--- config.mk ---
export PLATFORM = sky130hd
export DESIGN_NAME = isoc_still
export DESIGN_NICKNAME = d
export VERILOG_FILES = /design/src/rtl/core/assert_macros.svh /design/src/rtl/core/isoc_pkg.sv /design/src/rtl/core/isoc_still.sv
export SDC_FILE = /design/constraint.sdc
export NUM_CORES = 1
export LEC_CHECK = 0
export BUFFER_PORTS_ARGS = -buffer_cell sky130_fd_sc_hd__buf_4
export CAP_MARGIN = 5
export CORE_MARGIN = 2
export CORE_UTILIZATION = 40
export DETAILED_ROUTE_END_ITERATION = 10
export PLACE_DENSITY = 0.58
export SLEW_MARGIN = 10
export SYNTH_ARGS = -nofsm -noshare
export SYNTH_HDL_FRONTEND = slang
export SYNTH_SLANG_ARGS = --single-unit
--- constraint.sdc ---
create_clock -name clk -period 5.25 [get_ports clk]
set_input_delay 1.05 -clock clk [delete_from_list [all_inputs] [get_ports clk]]
set_output_delay 1.05 -clock clk [all_outputs]
set_load 0.05 [all_outputs]
--- src/rtl/core/assert_macros.svh ---
// -----------------------------------------------------------------------------
// assert_macros.svh
// Clocked assertion shorthands used by the calibrator top level
// -----------------------------------------------------------------------------
`ifndef ASSERT_MACROS_SVH
`define ASSERT_MACROS_SVH

// property must hold at every clock edge outside reset
`define ASSERT_CLK(lbl, prop, msg) \
	lbl: assert property (@(posedge clk) disable iff (!arst_n) (prop)) else $error(msg);

// condition must never be seen at a clock edge outside reset
`define ASSERT_NEVER(lbl, cond, msg) \
	lbl: assert property (@(posedge clk) disable iff (!arst_n) !(cond)) else $error(msg);

`endif

--- src/rtl/core/isoc_pkg.sv ---
// -----------------------------------------------------------------------------
// isoc_pkg
// Types and constants of the still-offset calibrator
// -----------------------------------------------------------------------------
package isoc_pkg;

	localparam int NUM_AXES   = 6;
	localparam int NUM_ACCEL  = 3;
	localparam int ACCEL_BASE = 3;
	localparam int AX_ACCEL_Z = 5;

	// configuration register indexes
	localparam logic [1:0] CFG_STILL_THRESHOLD = 2'd0;
	localparam logic [1:0] CFG_STILL_SAMPLES   = 2'd1;
	localparam logic [1:0] CFG_GRAVITY_REF     = 2'd2;

	localparam logic [15:0] RST_STILL_THRESHOLD = 16'd400;
	localparam logic [7:0]  RST_STILL_SAMPLES   = 8'd100;
	localparam logic [14:0] RST_GRAVITY_REF     = 15'd16384;

	localparam logic CMD_SAMPLE = 1'b0;
	localparam logic CMD_START  = 1'b1;

	typedef enum logic [1:0] {
		PH_RUN  = 2'd0,
		PH_WAIT = 2'd1,
		PH_AVG  = 2'd2
	} phase_t;

	typedef struct packed {
		logic               cmd;
		logic signed [15:0] raw_gyro_x;
		logic signed [15:0] raw_gyro_y;
		logic signed [15:0] raw_gyro_z;
		logic signed [15:0] raw_accel_x;
		logic signed [15:0] raw_accel_y;
		logic signed [15:0] raw_accel_z;
	} sample_t;

	typedef struct packed {
		logic signed [15:0] cor_gyro_x;
		logic signed [15:0] cor_gyro_y;
		logic signed [15:0] cor_gyro_z;
		logic signed [15:0] cor_accel_x;
		logic signed [15:0] cor_accel_y;
		logic signed [15:0] cor_accel_z;
		logic [1:0]         phase;
		logic               offsets_updated;
	} result_t;

	// controls from the sequencer to every axis lane
	typedef struct packed {
		logic clr;     // clear offset and sum
		logic add;     // accumulate this request
		logic div_ld;  // load offset from the divide stage
	} lane_ctl_t;

	// sequencer status toward the top level
	typedef struct packed {
		logic   busy;
		logic   fin;
		phase_t phase;
		logic   updated;
	} ctrl_st_t;

endpackage

--- src/rtl/core/isoc_still.sv ---
// -----------------------------------------------------------------------------
// isoc_still
// Stillness check of one accel axis against the previous corrected sample
// -----------------------------------------------------------------------------
module isoc_still
	import isoc_pkg::*;
(
	input  logic               clk,
	input  logic               arst_n,
	input  logic signed [15:0] cor,
	input  logic [15:0]        thr,
	input  logic               ld,
	output logic               still
);

	logic signed [15:0] prev_q;
	logic signed [16:0] diff;
	logic [16:0]        mag;

	assign diff  = {cor[15], cor} - {prev_q[15], prev_q};
	assign mag   = diff[16] ? 17'(-diff) : 17'(diff);
	assign still = mag < {1'b0, thr};

	always_ff @(posedge clk or negedge arst_n) begin
		if (!arst_n) begin
			prev_q <= '0;
		end else if (ld) begin
			prev_q <= cor;
		end
	end

endmodule

==> metrics.txt, run 1 <==
layout cells sized above 1 35.16%; Die Wd 77.86 µm; Max Cap Viol 0; setup TNS -0.4982 ns; via count 2165; DP Cell Count 428; CP Max Fanout 5; Max Slew Vio Count 0; worst slew pin tran 0.4544 ns; Final WS setup -0.4982 ns; largest net degree at the start of global routing 32; Remaining DRCs 0; status finished, violations left; area leader, netlist dfrtp_1; CTS tree done; initial antenna violation count 0; Post-Synthesis Cells 280; Netlist Area Pre-Place 0.002182 mm²; worst-case clock buffer depth 2; ANT nets after route 0; Fin. Hold Viols 0; number of flops mapped to enable cells by yosys 0; Initial Utilization 42.19%; HPWL Detailed 4280 µm; Die Y 77.86 µm; Port-buffer cells 35; failing checks setup timing; minimum clock period 5.748 ns; kind of critical path in2out; Startpoint Class input port; TritonRoute pass-1 iters 4; global-route wire length before repair 8970 µm; RSZ-0062 raised after global routing yes; count of cell types in the netlist 55; Mean Syn Cell Area 7.793 µm²; Total GRT Usage 17.85%; Core ar. 0.005172 mm²; Yosys warnings 0; Most used DFF post-synth dfrtp_1; Final Power 0.8571 mW; ranking of synthesized cells by area dfrtp_1 (18%), ha_1 (18%), inv_1 (6.2%); RD Place Congestion 0.8336; nets@finish 434; flops & latches, synth 16; post-synth net total 348; skew final 0 ns; DR WL/cell 11.71 µm; final core utilization 60.93%; hold buffers post-CTS 0; P per Cell Area 272.0 mW/mm²; Detailed Route WL 5084 µm; crit share post-route 109.5%; maximum clock rate 0.1740 GHz; total CTS buffers 3; vias in the first global route 2090; register area share after synthesis 18.35%; CTS clk-pin slew, worst paths 0.06 ns; clock sinks 16; register with the most flip-flops prev_q; Skew-Pair Late Insertion Delay 0.25 ns; total grt overflow 0; die area 0.006062 mm²; Setup crit end kind primary output; LEAKAGE 1.529 nW; VDD IR-drop max 0.1766 mV; Worst Hold Class reg2reg; Syn-to-layout area delta 44.44%; Post-synth ARST share 100.0%; Core Rows 26; Vias per Instance 4.988; Worst slew margin 69.60%; violation count after the first detailed-route iteration 51; H-tree depth 1; top flop regs prev_q (16); WP data arrival 4.70 ns; Finish-stage setup viols 1; non-filler cells, final 434; CP required 4.20 ns; number of flip-flops under the largest register name 16; Root Buffer Master clkbuf_8; diode count 0; Synth top area share 18.35%; Ports 36
-- path summary, 6_finish.rpt --
| check | startpoint | end | slack, ns | depth (start not counted) |
|---|---|---|---|---|
| min reg2reg | prev_q[8] | prev_q[8] | 0.54 | 2 |
| max reg2reg | prev_q[0] | prev_q[0] | 4.45 | 1 |
| min | prev_q[8] | prev_q[8] | 0.54 | 2 |
| min in group asynchronous | arst_n | prev_q[10] | 0.64 | 1 |
| max | cor[7] | still | -0.50 | 20 |
| max in group asynchronous | arst_n | prev_q[4] | 4.42 | 1 |
-- what timing repair did --
action	in CTS	in global routing
pin swaps	15	16
setup buffers	1	2
setup endpoints to repair	1	1
resized for setup	12	17
-- cells by family after synthesis --
kind of cell             synth area share, %
adder cells (fa/ha/maj)                19.27
AO/OA/AOI/OAI                          24.66
XOR/XNOR                               9.978
buffers and inverters                  7.683
flip-flops                             18.35
AND/OR/NAND/NOR                        18.63
multiplexers                           1.433
-- metrics by stage --
step / hold WS (ns) / cell area, µm² / setup WS (ns)
finish: 0.5395 / 3152 / -0.4982
floorplan: 0.4848 / 2253 / -0.3534
global placement: 0.5029 / 2948 / -0.5490
global route: 0.5559 / 3152 / -0.6329
CTS: 0.5435 / 3045 / -0.4967
detailed placement: 0.5065 / 2948 / -0.6662
-- placed cells by master (no fill, tap or decap), types with 9 or more instances in the layout --
master and instances:
xor2_1 9, a21oi_1 12, buf_4 84, nor2_1 17, o21ai_0 24, inv_1 35
nand2_1 26, dfrtp_1 16, ha_1 28, xnor2_1 14
-- per-layer routing --
metal / part of all wire (%) / wire, µm / track usage [%]
met2: 46 / 2339 / 30.26
met3: 3.4 / 172 / 1.279
met5: 0 / 0 / 0
met1: 49 / 2491 / 24.16
met4: 1.6 / 80 / 5.357
-- area by class of cell --
type,count,area (µm²)
clock buffers,3,41.29
fillers,504,2021
inverters,36,137.6
multi-input cells,220,1789
flip-flops and latches,16,400.4
well taps,70,87.58
repair buffers,89,695.7
-- critical path: stages --
cell and delay, ns:
buf_4 0.12, ha_4 0.25, a21o_1 0.18, or3_4 0.40, o21ai_4 0.17, o211ai_1 0.12, o211ai_1 0.13, buf_4 0.16
a31oi_2 0.08, buf_4 0.16, buf_4 0.14, nor2_1 0.12, xor2_1 0.08, ha_2 0.17, or3_4 0.35, nor3_4 0.17
a211oi_2 0.08, a221o_1 0.38, a41oi_4 0.18, buf_6 0.18
-- synth_stat cells, types with 3 or more instances --
master     n
inv_1     36
ha_1      32
o21ai_0   27
nand2_1   26
nor2_1    18
dfrtp_1   16
xnor2_1   14
a21oi_1   13
nor3_1     9
xor2_1     9
a21o_1     6
nand2b_1   6
clkbuf_1   5
o21a_1     5
nor2b_1    4
a211oi_1   3
nand4_1    3
o211ai_1   3
-- where the power goes --
group | switching [mW] | total [mW] | internal, mW
logic | 0.304 | 0.628 | 0.324
registers | 0.00369 | 0.138 | 0.134
clock network | 0.0406 | 0.0915 | 0.0510
Note: power is estimated with default switching activity, not from simulation.
==> run 2, diff against run 1 <==
--- a/config.mk
+++ b/config.mk
@@ -10,6 +10,7 @@
 export CORE_MARGIN = 2
 export CORE_UTILIZATION = 40
 export DETAILED_ROUTE_END_ITERATION = 10
+export GPL_TIMING_DRIVEN = 0
 export PLACE_DENSITY = 0.58
 export SLEW_MARGIN = 10
 export SYNTH_ARGS = -nofsm -noshare
==> run 2 against run 1 <==
Net effect: the run still ends with setup timing left; fmax decreased by 0.76%; die area stayed put; non-clock buffer count is 38 lower; register-to-register slack about the same; count of clock-buffer cells in the layout is the same; first-iteration DRC count rose by 24%; combinational power decreased by 12%; sequential share of layout area rose by 0.92 points; final cell count down 8.8%; critical path depth is 3 lower; sequential cell count is the same.
==> metrics.txt, run 2 (synthesis results as in run 1) <==
Fill cells 506 (was 504); Sw Pwr 0.3392 mW (was 0.3482 mW); Startpoint Class input port (unchanged); RSZ-0062 raised after global routing yes (unchanged); kind of critical path in2out (unchanged); Placed Area 0.002604 mm² (was 0.002948 mm²); Pint 0.4451 mW (was 0.5089 mW); global-route wire length before repair 8383 µm (was 8970 µm); maximum clock rate 0.1726 GHz (was 0.1740 GHz); fin area 0.002939 mm² (was 0.003152 mm²); worst hold margin 0.5407 ns (was 0.5395 ns); top flop regs prev_q (16) (unchanged); Total GRT Usage 16.69% (was 17.85%); via count 2012 (was 2165); Core ar. 0.005172 mm² (unchanged); Final WS setup -0.5425 ns (was -0.4982 ns); total grt overflow 0 (unchanged); number of flip-flops under the largest register name 16 (unchanged); die area 0.006062 mm² (unchanged); Ports 36 (unchanged); Max Cap Viol 0 (unchanged); Root Buffer Master clkbuf_8 (unchanged); Reg area 400.4 µm² (unchanged); hold buffers post-CTS 0 (unchanged); total CTS buffers 3 (unchanged); HPWL Detailed 3820 µm (was 4280 µm); Setup crit end kind primary output (unchanged); minimum clock period 5.792 ns (was 5.748 ns); footprint of the multi-input gates 0.001889 mm² (was 0.001789 mm²); H-tree depth 1 (unchanged); Clk pwr share 11.6% (was 10.7%); Port-buffer cells 35 (unchanged); Die Wd 77.86 µm (unchanged); skew final 0 ns (unchanged); Detailed Route WL 4918 µm (was 5084 µm); DR WL/cell 12.42 µm (was 11.71 µm); Die Y 77.86 µm (unchanged); RD Place Congestion 0.7847 (was 0.8336); register share of total power 17.6% (was 16.1%); Remaining DRCs 0 (unchanged); hold path depth 2 (unchanged); Initial Utilization 42.19% (unchanged); Syn-to-layout area delta 34.69% (was 44.44%); crit share post-route 110.3% (was 109.5%); clock sinks 16 (unchanged); violation count after the first detailed-route iteration 63 (was 51); most frequent cells in the layout buf_4 (43), inv_1 (35), ha_1 (26) (was buf_4 (84), inv_1 (35), ha_1 (28)); Finish-stage setup viols 1 (unchanged); layout cells sized above 1 29.75% (was 35.16%); Max Slew Vio Count 0 (unchanged); Vias per Instance 5.081 (was 4.988); Worst Hold Class reg2reg (unchanged); Fin. Hold Viols 0 (unchanged); VDD IR-drop max 0.2116 mV (was 0.1766 mV); status finished, violations left (unchanged); worst-case clock buffer depth 2 (unchanged); CP Max Fanout 4 (was 5); worst slew pin tran 0.4862 ns (was 0.4544 ns); LEAKAGE 1.343 nW (was 1.529 nW); Worst Reg-to-Reg Cells 1 (unchanged); P per Cell Area 266.8 mW/mm² (was 272.0 mW/mm²); CTS tree done (unchanged); fraction of power spent switching nets 43.25% (was 40.62%); ANT nets after route 0 (unchanged); initial antenna violation count 0 (unchanged); vias in the first global route 1861 (was 2090); failing checks setup timing (unchanged); CTS clk-pin slew, worst paths 0.06 ns (about the same); largest net degree at the start of global routing 17 (was 32); TritonRoute pass-1 iters 4 (unchanged); WP data arrival 4.74 ns (was 4.70 ns); nets@finish 396 (was 434); diode count 0 (unchanged); register with the most flip-flops prev_q (unchanged); commonest non-fill, non-tap cell in the layout buf_4 (unchanged); CP required 4.20 ns (about the same); Core Rows 26 (unchanged); Skew-Pair Late Insertion Delay 0.25 ns (about the same); Comb pwr share 70.8% (was 73.2%); Worst slew margin 67.24% (was 69.60%)
run 2: stage by stage:
step                      power, mW  TNS [ns]  worst slack (ns)  std cells  util, %
after detailed placement     0.6075   -0.8286           -0.8286        385    50.34
after CTS                    0.7336   -0.6611           -0.6611        392    53.43
after floorplan              0.5079   -0.3534           -0.3534        280        -
final                        0.7843   -0.5425           -0.5425        396    56.82
after global placement       0.6034   -0.8256           -0.8256        385    50.34
after global routing         0.8549   -0.7180           -0.7180        396    56.82
run 2: repair_timing:
| action | CTS | global route |
|---|---|---|
| resized for setup | 18 | 28 |
| endpoints found under the setup margin | 1 | 1 |
| pin swaps | 15 | 26 |
| setup buffers | 5 | 6 |
| endpoints found under the hold margin | 0 | 0 |
run 2: area by class of cell:
class	instances	share of cell area, %
buffer	5	0.7663
clock buffer	3	1.405
inverter	36	4.683
multi-input combinational	220	64.28
sequential	16	13.62
tap	70	2.980
timing repair buffer	46	12.26
run 2: metal layers:
metal	global-route usage, %	up-vias	wire (µm)
met5	0	-	0
met4	3.750	0	46
met3	1.279	5	143
met2	27.24	29	2216
met1	23.93	900	2510
li1	-	1078	-
run 2: worst max-delay path: stages:
cell	delay, ns
buf_8	0.07
inv_4	0.03
ha_4	0.15
fa_2	0.37
buf_4	0.16
xor2_2	0.16
and3_1	0.19
or3b_4	0.41
or4_4	0.55
o31ai_4	0.26
xor2_1	0.17
ha_1	0.26
nand4_1	0.09
nor2_1	0.05
a221o_1	0.38
a41oi_4	0.19
buf_6	0.18
run 2: final timing paths:
path                                  from         end  slack (ns)
worst max-delay path                cor[0]       still       -0.54
worst min-delay path            prev_q[15]  prev_q[15]        0.54
worst max register to register   prev_q[0]   prev_q[0]        4.45
worst min register to register  prev_q[15]  prev_q[15]        0.54
max in group asynchronous           arst_n  prev_q[11]        4.42
min in group asynchronous           arst_n  prev_q[10]        0.65
run 2: power by group through the flow:
stage | registers [mW] | clock network (mW) | logic, mW
floorplan | 0.139 | 0 | 0.369
global placement | 0.139 | 0 | 0.464
detailed placement | 0.140 | 0 | 0.468
CTS | 0.138 | 0.0938 | 0.502
global route | 0.139 | 0.0966 | 0.619
finish | 0.138 | 0.0908 | 0.555
