File: config.mk
export PLATFORM = sky130hd
export DESIGN_NAME = isoc_ctrl
export DESIGN_NICKNAME = d
export VERILOG_FILES = /design/src/rtl/core/assert_macros.svh /design/src/rtl/core/isoc_pkg.sv /design/src/rtl/core/isoc_ctrl.sv
export SDC_FILE = /design/constraint.sdc
export NUM_CORES = 1
export LEC_CHECK = 0
export ABC_AREA = 1
export BUFFER_PORTS_ARGS = -buffer_cell sky130_fd_sc_hd__buf_2
export CAP_MARGIN = 15
export CELL_PAD_IN_SITES_DETAIL_PLACEMENT = 1
export CELL_PAD_IN_SITES_GLOBAL_PLACEMENT = 2
export CORE_AREA = 2 2 81 64
export CTS_BUF_LIST = sky130_fd_sc_hd__clkbuf_8
export DETAILED_ROUTE_END_ITERATION = 6
export DIE_AREA = 0 0 83 66
export GPL_ROUTABILITY_DRIVEN = 0
export PLACE_DENSITY = 0.86
export SLEW_MARGIN = 25
export SYNTH_ARGS = -nofsm -noshare
export SYNTH_HDL_FRONTEND = slang
export SYNTH_SLANG_ARGS = --single-unit
File: constraint.sdc
create_clock -name clk -period 4.2 [get_ports clk]
set_input_delay 0.63 -clock clk [delete_from_list [all_inputs] [get_ports clk]]
set_output_delay 0.63 -clock clk [all_outputs]
set_load 0.02 [all_outputs]
File: src/rtl/core/assert_macros.svh
// -----------------------------------------------------------------------------
// assert_macros.svh
// Clocked assertion shorthands used by the calibrator top level
// -----------------------------------------------------------------------------
`ifndef ASSERT_MACROS_SVH
`define ASSERT_MACROS_SVH

// property must hold at every clock edge outside reset
`define ASSERT_CLK(lbl, prop, msg) \
	lbl: assert property (@(posedge clk) disable iff (!arst_n) (prop)) else $error(msg);

// condition must never be seen at a clock edge outside reset
`define ASSERT_NEVER(lbl, cond, msg) \
	lbl: assert property (@(posedge clk) disable iff (!arst_n) !(cond)) else $error(msg);

`endif

File: src/rtl/core/isoc_pkg.sv
// -----------------------------------------------------------------------------
// isoc_pkg
// Types and constants of the still-offset calibrator
// -----------------------------------------------------------------------------
package isoc_pkg;

	localparam int NUM_AXES   = 6;
	localparam int NUM_ACCEL  = 3;
	localparam int ACCEL_BASE = 3;
	localparam int AX_ACCEL_Z = 5;

	// configuration register indexes
	localparam logic [1:0] CFG_STILL_THRESHOLD = 2'd0;
	localparam logic [1:0] CFG_STILL_SAMPLES   = 2'd1;
	localparam logic [1:0] CFG_GRAVITY_REF     = 2'd2;

	localparam logic [15:0] RST_STILL_THRESHOLD = 16'd400;
	localparam logic [7:0]  RST_STILL_SAMPLES   = 8'd100;
	localparam logic [14:0] RST_GRAVITY_REF     = 15'd16384;

	localparam logic CMD_SAMPLE = 1'b0;
	localparam logic CMD_START  = 1'b1;

	typedef enum logic [1:0] {
		PH_RUN  = 2'd0,
		PH_WAIT = 2'd1,
		PH_AVG  = 2'd2
	} phase_t;

	typedef struct packed {
		logic               cmd;
		logic signed [15:0] raw_gyro_x;
		logic signed [15:0] raw_gyro_y;
		logic signed [15:0] raw_gyro_z;
		logic signed [15:0] raw_accel_x;
		logic signed [15:0] raw_accel_y;
		logic signed [15:0] raw_accel_z;
	} sample_t;

	typedef struct packed {
		logic signed [15:0] cor_gyro_x;
		logic signed [15:0] cor_gyro_y;
		logic signed [15:0] cor_gyro_z;
		logic signed [15:0] cor_accel_x;
		logic signed [15:0] cor_accel_y;
		logic signed [15:0] cor_accel_z;
		logic [1:0]         phase;
		logic               offsets_updated;
	} result_t;

	// controls from the sequencer to every axis lane
	typedef struct packed {
		logic clr;     // clear offset and sum
		logic add;     // accumulate this request
		logic div_ld;  // load offset from the divide stage
	} lane_ctl_t;

	// sequencer status toward the top level
	typedef struct packed {
		logic   busy;
		logic   fin;
		phase_t phase;
		logic   updated;
	} ctrl_st_t;

endpackage

File: src/rtl/core/isoc_ctrl.sv
// -----------------------------------------------------------------------------
// isoc_ctrl
// Calibration sequencer: merges the lane stillness flags and counts samples
// -----------------------------------------------------------------------------
module isoc_ctrl
	import isoc_pkg::*;
#(
	parameter int AVG_SAMPLES = 100
) (
	input  logic                 clk,
	input  logic                 arst_n,
	input  logic                 acc,
	input  logic                 cmd,
	input  logic [NUM_ACCEL-1:0] still,
	input  logic [7:0]           still_samples,
	output logic                 prev_ld,
	output lane_ctl_t            lane_ctl,
	output ctrl_st_t             st
);

	localparam int CntW = $clog2(AVG_SAMPLES + 1);

	phase_t          ph_q;
	phase_t          ph_d;
	logic            have_prev_q;
	logic [7:0]      still_cnt_q;
	logic [7:0]      still_next;
	logic [CntW-1:0] avg_cnt_q;
	logic [CntW-1:0] avg_next;
	logic            all_still;
	logic            wait_done;
	logic            avg_done;
	logic            fin;
	logic            div_s1;
	logic            div_s2;

	assign all_still  = &still;
	assign still_next = all_still ? (still_cnt_q + 8'd1) : 8'd0;
	assign wait_done  = have_prev_q && (still_next >= still_samples);
	assign avg_next   = avg_cnt_q + CntW'(1);
	assign avg_done   = avg_next >= CntW'(AVG_SAMPLES);

	// next state
	always_comb begin
		ph_d = ph_q;
		if (acc) begin
			case (ph_q)
				PH_RUN: begin
					if (cmd == CMD_START) ph_d = PH_WAIT;
				end
				PH_WAIT: begin
					if (wait_done) ph_d = PH_AVG;
				end
				PH_AVG: begin
					if (avg_done) ph_d = PH_RUN;
				end
				default: begin
					ph_d = PH_RUN;
				end
			endcase
		end
	end

	// outputs
	always_comb begin
		prev_ld      = 1'b0;
		lane_ctl.clr = 1'b0;
		lane_ctl.add = 1'b0;
		fin          = 1'b0;
		case (ph_q)
			PH_RUN: begin
				prev_ld = acc && (cmd == CMD_START);
			end
			PH_WAIT: begin
				prev_ld      = acc;
				lane_ctl.clr = acc && wait_done;
			end
			PH_AVG: begin
				lane_ctl.add = acc;
				fin          = acc && avg_done;
			end
			default: begin
				prev_ld = 1'b0;
			end
		endcase
		lane_ctl.div_ld = div_s2;
	end

	assign st.busy    = div_s1 | div_s2;
	assign st.fin     = fin;
	assign st.phase   = ph_d;
	assign st.updated = fin;

	always_ff @(posedge clk or negedge arst_n) begin
		if (!arst_n) begin
			ph_q        <= PH_RUN;
			have_prev_q <= 1'b0;
			still_cnt_q <= '0;
			avg_cnt_q   <= '0;
			div_s1      <= 1'b0;
			div_s2      <= 1'b0;
		end else begin
			ph_q   <= ph_d;
			div_s1 <= fin;
			div_s2 <= div_s1;
			if (acc) begin
				case (ph_q)
					PH_RUN: begin
						if (cmd == CMD_START) begin
							have_prev_q <= 1'b1;
							still_cnt_q <= '0;
						end
					end
					PH_WAIT: begin
						// first request without a reference only takes it
						if (!have_prev_q) begin
							have_prev_q <= 1'b1;
							still_cnt_q <= '0;
						end else begin
							still_cnt_q <= still_next;
							if (wait_done) begin
								have_prev_q <= 1'b0;
								avg_cnt_q   <= '0;
							end
						end
					end
					PH_AVG: begin
						if (avg_done) begin
							avg_cnt_q   <= '0;
							still_cnt_q <= '0;
						end else begin
							avg_cnt_q <= avg_next;
						end
					end
					default: begin
						avg_cnt_q <= avg_cnt_q;
					end
				endcase
			end
		end
	end

endmodule

==> flow_summary.ini, run 1 <==
[placement]
place_area_sq_um = 1690
numPlacedInstances = 313
hpwl_mm = 3.11
pre_cts_slack_ns = 1.11
portBuffers = 23

[clocking]
cts-root-buf = clkbuf_8
hold_buffers = 0
htree_levels = 1
cts.repair.resized = 0
cts_sinks = 20
postCtsSetupBuffers = 0
clk_latency_ns = 0.26
clockBufferDepth = 2
clkTransAtPathRegs_ns = 0.08
cts_tree = built
tritoncts.num_buffers = 3

[logic_synthesis]
syn_avg_cell_area_sq_um = 6.59
seq_area_frac_synth_pct = 32.3
yosysMostFrequentCell = nand2_1
synth.net_count = 260
synth.largest_area_cell = dfrtp_1
synthTopCellsByCount = nand2_1, inv_1, nor2_1
synth_cell_type_count = 26
synth.top_cells.by_area = dfrtp_1, nand2_1, inv_1
synthCells = 235
synth-edff-count = 0
ys_warn_count = 0
synthArstFlopShare_pct = 100
yosys_register_bits = 20
syn-cell-area_sq_um = 1550
yosys.area.top_type_share_pct = 32.3
synth-main-ff-cell = dfrtp_1

[sta]
rsz0062_at_grt = no
relSlewSlack_pct = 69.4
fin_crit_ns = 3.12
setup_viol = 0
finalCritPeriodShare_pct = 74.4
max_freq_mhz = 320
worstMarginPinSlew_ns = 0.459
hold_violations = 0
fin_skew_ns = 0.00939
slew_violations = 0
setup_ws_ns = 1.08
fin_tns_setup_ns = 0

[drt]
dr.pass1.iters = 4
vias = 1436
wirelength_mm = 3.89
route.detailed.drc = 0
viasPerCell = 4.53
drt-initial-drc-count = 86
wl_per_cell_microns = 12.3
ant_nets = 0

[setup_path]
rr_endpoint = avg_cnt_q[6]
cp-start-kind = register
cp_data_arrival_time_ns = 2.49
reg2reg_depth = 16
required_ns = 3.57
cp_max_fo = 9
reg2reg_from = still_cnt_q[2]
crit_type = register to primary output
r2r_slack_ns = 1.72
end_kind = primary output

[floorplanning]
core_sq_um = 4710
die_w_microns = 83
die_area_sq_um = 5480
fp-row-count = 22
fp.dieH_microns = 66
num_io_pins = 24
start_util_pct = 32.9

[run]
maxCapViolations = 0

[global_routing]
track_usage_pct = 15.2
grt_max_degree = 21
gr-total-overflow = 0
grt_pass1_vias = 1439
grt_pass1_wl_mm = 6.74
grt_antenna_before_repair = 0

[final_layout]
synthToLayoutAreaGrowth_pct = 12.6
n_antenna_cell = 0
fillers = 645
fin_nets = 283
final_cells = 317
design_area_sq_um = 1740
drive_gt1_share_pct = 15.6

[pwr]
p_sw_uw = 105
p_leak_uw = 0.000999
sw_frac_of_total_pct = 26.2
p_clk_share_pct = 37.0
power_density_nw_per_um2 = 230
comb_power_share_pct = 12.6
ir_drop_mv = 0.105
power_frac_seq_pct = 50.4
p_int_uw = 296

[min_path]
hp-class = primary input to asynchronous set/reset pin

[status]
outcome = finished clean
## placed cells by master, fill, tap and decap left out, drive strengths merged
cell    count
and2        1
a21oi       2
o21ai       2
clkbuf      4
nand2      82
nand4       1
nor3b       1
or2         3
dfrtp      20
nor3        8
nor4        1
nand3      28
nor2       30
buf        23
a31oi       1
inv        37
ha         10
o21bai      2
o21a        1
## per-layer routing
layer | GRT usage (%) | share of wire [%] | up-vias
li1 | - | - | 773
met1 | 23.4 | 59 | 643
met2 | 22.2 | 38 | 18
met3 | 3.00 | 2.7 | 2
met4 | 1.84 | 0.26 | 0
met5 | 0 | 0 | -
## critical path, cell delays in order, from the launching register on
cell,delay (ns)
dfrtp_1,0.44
nand3_1,0.17
nor2_1,0.24
nor2_1,0.06
nand2_1,0.09
inv_1,0.05
ha_1,0.28
nand2_1,0.07
nor2_1,0.10
nor2_1,0.05
nand2_1,0.07
nand2_1,0.05
nand2_1,0.10
nand3_2,0.19
inv_1,0.10
buf_2,0.16
## stage by stage
stage	utilization, %	total power (uW)	hold WS (ns)
after CTS	37.1	406	0.333
final	37.1	402	0.311
after global routing	37.1	421	0.356
after floorplan	-	236	0.334
after detailed placement	35.9	258	0.358
after global placement	35.9	257	0.357
## cell type report
type	instances	area, sq um	area share, %
inverters	37	139	7.96
well taps	60	75.1	4.30
repair buffers	23	115	6.60
multi-input cells	173	860	49.3
clock buffers	4	55.1	3.16
flip-flops and latches	20	500	28.7
## cell families after synthesis
| group | after synthesis | share of synthesized area, % |
|---|---|---|
| AO/OA/AOI/OAI | 8 | 3.15 |
| adder cells (fa/ha/maj) | 10 | 8.08 |
| flip-flops | 20 | 32.3 |
| buffers and inverters | 42 | 12.2 |
| AND/OR/NAND/NOR | 155 | 44.3 |
## state kept, by name, indices dropped and copies added, names as in the netlist
signal,flops
avg_cnt_q,7
div_s2,1
still_cnt_q,8
div_s1,1
have_prev_q,1
ph_q,2
## power by group through the flow
stage                     Sequential (uW)  Combinational [uW]  Clock, uW
after CTS                             203                51.4        152
after detailed placement              206                51.1          0
after global placement                207                50.6          0
after floorplan                       205                31.2          0
final                                 203                50.4        149
after global routing                  204                57.8        159
## worst max-delay path by stage
stage              startpoint           to  slack (ns)  depth (start not counted)
4_1_cts        still_cnt_q[2]  lane_ctl[2]        1.05                         15
2_1_floorplan        still[2]        st[1]        1.52                         12
6_report       still_cnt_q[2]  lane_ctl[2]        1.08                         15
3_3_place_gp         still[2]        st[2]        1.14                         15
3_5_place_dp         still[2]  lane_ctl[2]        1.11                         13
5_1_grt        still_cnt_q[2]        st[2]        0.81                         14
Note: power is estimated with default switching activity, not from simulation.
==> run 2, diff against run 1 <==
--- a/config.mk
+++ b/config.mk
@@ -10,12 +10,12 @@
 export CAP_MARGIN = 15
 export CELL_PAD_IN_SITES_DETAIL_PLACEMENT = 1
 export CELL_PAD_IN_SITES_GLOBAL_PLACEMENT = 2
-export CORE_AREA = 2 2 81 64
+export CORE_AREA = 2 2 88 69
 export CTS_BUF_LIST = sky130_fd_sc_hd__clkbuf_8
 export DETAILED_ROUTE_END_ITERATION = 6
-export DIE_AREA = 0 0 83 66
+export DIE_AREA = 0 0 90 71
 export GPL_ROUTABILITY_DRIVEN = 0
-export PLACE_DENSITY = 0.86
+export PLACE_DENSITY = 0.78
 export SLEW_MARGIN = 25
 export SYNTH_ARGS = -nofsm -noshare
 export SYNTH_HDL_FRONTEND = slang
==> constraint.sdc (replaced) <==
create_clock -name clk -period 2.75 [get_ports clk]
set_input_delay 0.4125 -clock clk [delete_from_list [all_inputs] [get_ports clk]]
set_output_delay 0.4125 -clock clk [all_outputs]
set_load 0.02 [all_outputs]
==> run 2 against run 1 <==
Compared with the run above:
- non-clock buffer count increased by 12
- highest routed layer unchanged
- routed wire length is 4.9% higher
- combinational power increased by 69%
- die area is 17% higher
- first-iteration DRC count fell by 48%
- sequential cell count unchanged
- final cell count is 9.1% higher
- register-to-register slack lost 1.5 ns
- clock power up 28%
- largest cell class unchanged
- core utilization decreased by 2.3 points
- setup slack got worse by 1.0 ns
==> flow_summary.ini, run 2 (synthesized netlist as in run 1, its figures left out) <==
[status]
outcome = finished clean

[setup_path]
end_kind = primary output
cpPeakStageDelay_ns = 0.46
critPathTopFamily = simple AND/OR/NAND/NOR gates
crit_type = register to primary output
cp-start-kind = register
cp_data_arrival_time_ns = 2.29
crit_top_cell = nand2_2
crit_path_top_delay_cell = dfrtp_2
worst-path-buf-inv = 2
path_cells = ha_4, buf_4, nand2_1, nand2_1, a21oi_2, ha_1, nand2_1, o21a_1, nand2_2, nand2_2, nand2_2, nand2_2, nand2_2, buf_6
required_ns = 2.34
cp_max_fo = 3

[sta]
fin_skew_ns = 0.00573
hold_violations = 0
fin_crit_ns = 2.70
rsz0062_at_grt = yes
relSlewSlack_pct = 68.6
finalCritPeriodShare_pct = 98.3
slew_violations = 0
worstMarginPinSlew_ns = 0.471
setup_viol = 0
max_freq_mhz = 370

[pwr]
p_leak_uw = 0.00104
sw_frac_of_total_pct = 27.1
p_sw_uw = 159
comb_power_share_pct = 14.5
p_int_uw = 428
power_density_nw_per_um2 = 302
ir_drop_mv = 0.218
power_frac_seq_pct = 53.1
p_clk_share_pct = 32.4

[global_routing]
grt_pass1_wl_mm = 7.20
gr-total-overflow = 0
track_usage_pct = 13.7
grt_max_degree = 21
grt_antenna_before_repair = 0
grt_pass1_vias = 1524

[placement]
numPlacedInstances = 335
place_area_sq_um = 1740
portBuffers = 23
hpwl_mm = 3.22

[final_layout]
design_area_sq_um = 1940
final_cells = 346
largest_reg_flops = 8
regMostFlops = still_cnt_q
fin_nets = 295
synthToLayoutAreaGrowth_pct = 25.4
n_antenna_cell = 0
top_regs = still_cnt_q x8, avg_cnt_q x7, ph_q x2
final_cell_mix = nand2_1, inv_1, nand3_1
final_common_cell = nand2_1
drive_gt1_share_pct = 27.2

[floorplanning]
fp-row-count = 24
num_io_pins = 24
fp.dieH_microns = 71
die_area_sq_um = 6390
core_sq_um = 5590
die_w_microns = 90
start_util_pct = 27.7

[drt]
vias = 1548
drt-initial-drc-count = 45
wl_per_cell_microns = 11.8
viasPerCell = 4.47
ant_nets = 0
wirelength_mm = 4.08
dr.pass1.iters = 4
route.detailed.drc = 0

[clocking]
clkTransAtPathRegs_ns = 0.07
htree_levels = 1
clk_latency_ns = 0.26
cts_sinks = 20
cts-root-buf = clkbuf_8
clockBufferDepth = 2
tritoncts.num_buffers = 3
cts_tree = built

[run]
maxCapViolations = 0

[min_path]
hp-class = primary input to asynchronous set/reset pin
==> run 2: changes by cell type in the layout (fill, tap and decap cells not counted), moves of 3 or more <==
| cell | change |
|---|---|
| buf_6 | +3 |
| buf_2 | -3 |
| nor2_2 | +5 |
| dfrtp_1 | -4 |
| nand2_1 | -6 |
| buf_4 | +12 |
| dfrtp_2 | +4 |
| nand2_2 | +6 |
| nor2_1 | -6 |
==> run 2: area by class of cell <==
cell class	instances	area [sq um]
Multi-Input combinational cell	173	935
Inverter	37	139
Clock buffer	3	41.3
Fill cell	763	3640
Tap cell	78	97.6
Sequential cell	20	505
Timing Repair Buffer	35	224
==> run 2: worst paths after layout <==
| check | startpoint | to | slack (ns) | cells past startpoint |
|---|---|---|---|---|
| max | still_cnt_q[0] | st[2] | 0.05 | 14 |
| min | arst_n | avg_cnt_q[2] | 0.10 | 1 |
| max reg2reg | still_cnt_q[0] | avg_cnt_q[5] | 0.27 | 15 |
| min reg2reg | div_s1 | div_s2 | 0.37 | 0 |
| max in group asynchronous | arst_n | still_cnt_q[5] | 2.30 | 1 |
| min in group clk | div_s1 | div_s2 | 0.37 | 0 |
==> run 2: timing repair <==
action / 4_1_cts / 5_1_grt
setup buffers: 1 / 7
pin swaps: 2 / 15
setup endpoints to repair: 3 / 3
resized for setup: 10 / 22
hold endpoints to repair: 0 / 0
hold buffers: 0 / 0
==> run 2: stage by stage <==
step	total power [uW]	setup slack [ns]	util [%]	hold slack, ns	TNS, ns
after floorplan	361	0.500	-	0.117	0
after CTS	591	0.00207	32.8	0.107	0
after global routing	621	-0.118	34.8	0.126	-0.322
after detailed placement	394	0.154	31.2	0.358	0
after global placement	394	0.164	31.2	0.356	0
final	587	0.0481	34.8	0.103	0
==> run 2: power groups by stage <==
stage	sequential [uW]	combinational, uW	clock, uW
2_1_floorplan	313	47.7	0
3_3_place_gp	316	78.6	0
3_5_place_dp	316	78.3	0
4_1_cts	311	80.5	200
5_1_grt	312	97.5	211
6_report	311	85.4	190
==> run 2: routing by layer <==
layer / vias to the layer above / global-route usage [%] / routed length (microns)
met5: - / 0 / 0
met4: 0 / 2.56 / 27
met3: 5 / 2.24 / 146
met2: 29 / 21.0 / 1740
met1: 718 / 20.4 / 2160
li1: 796 / - / -
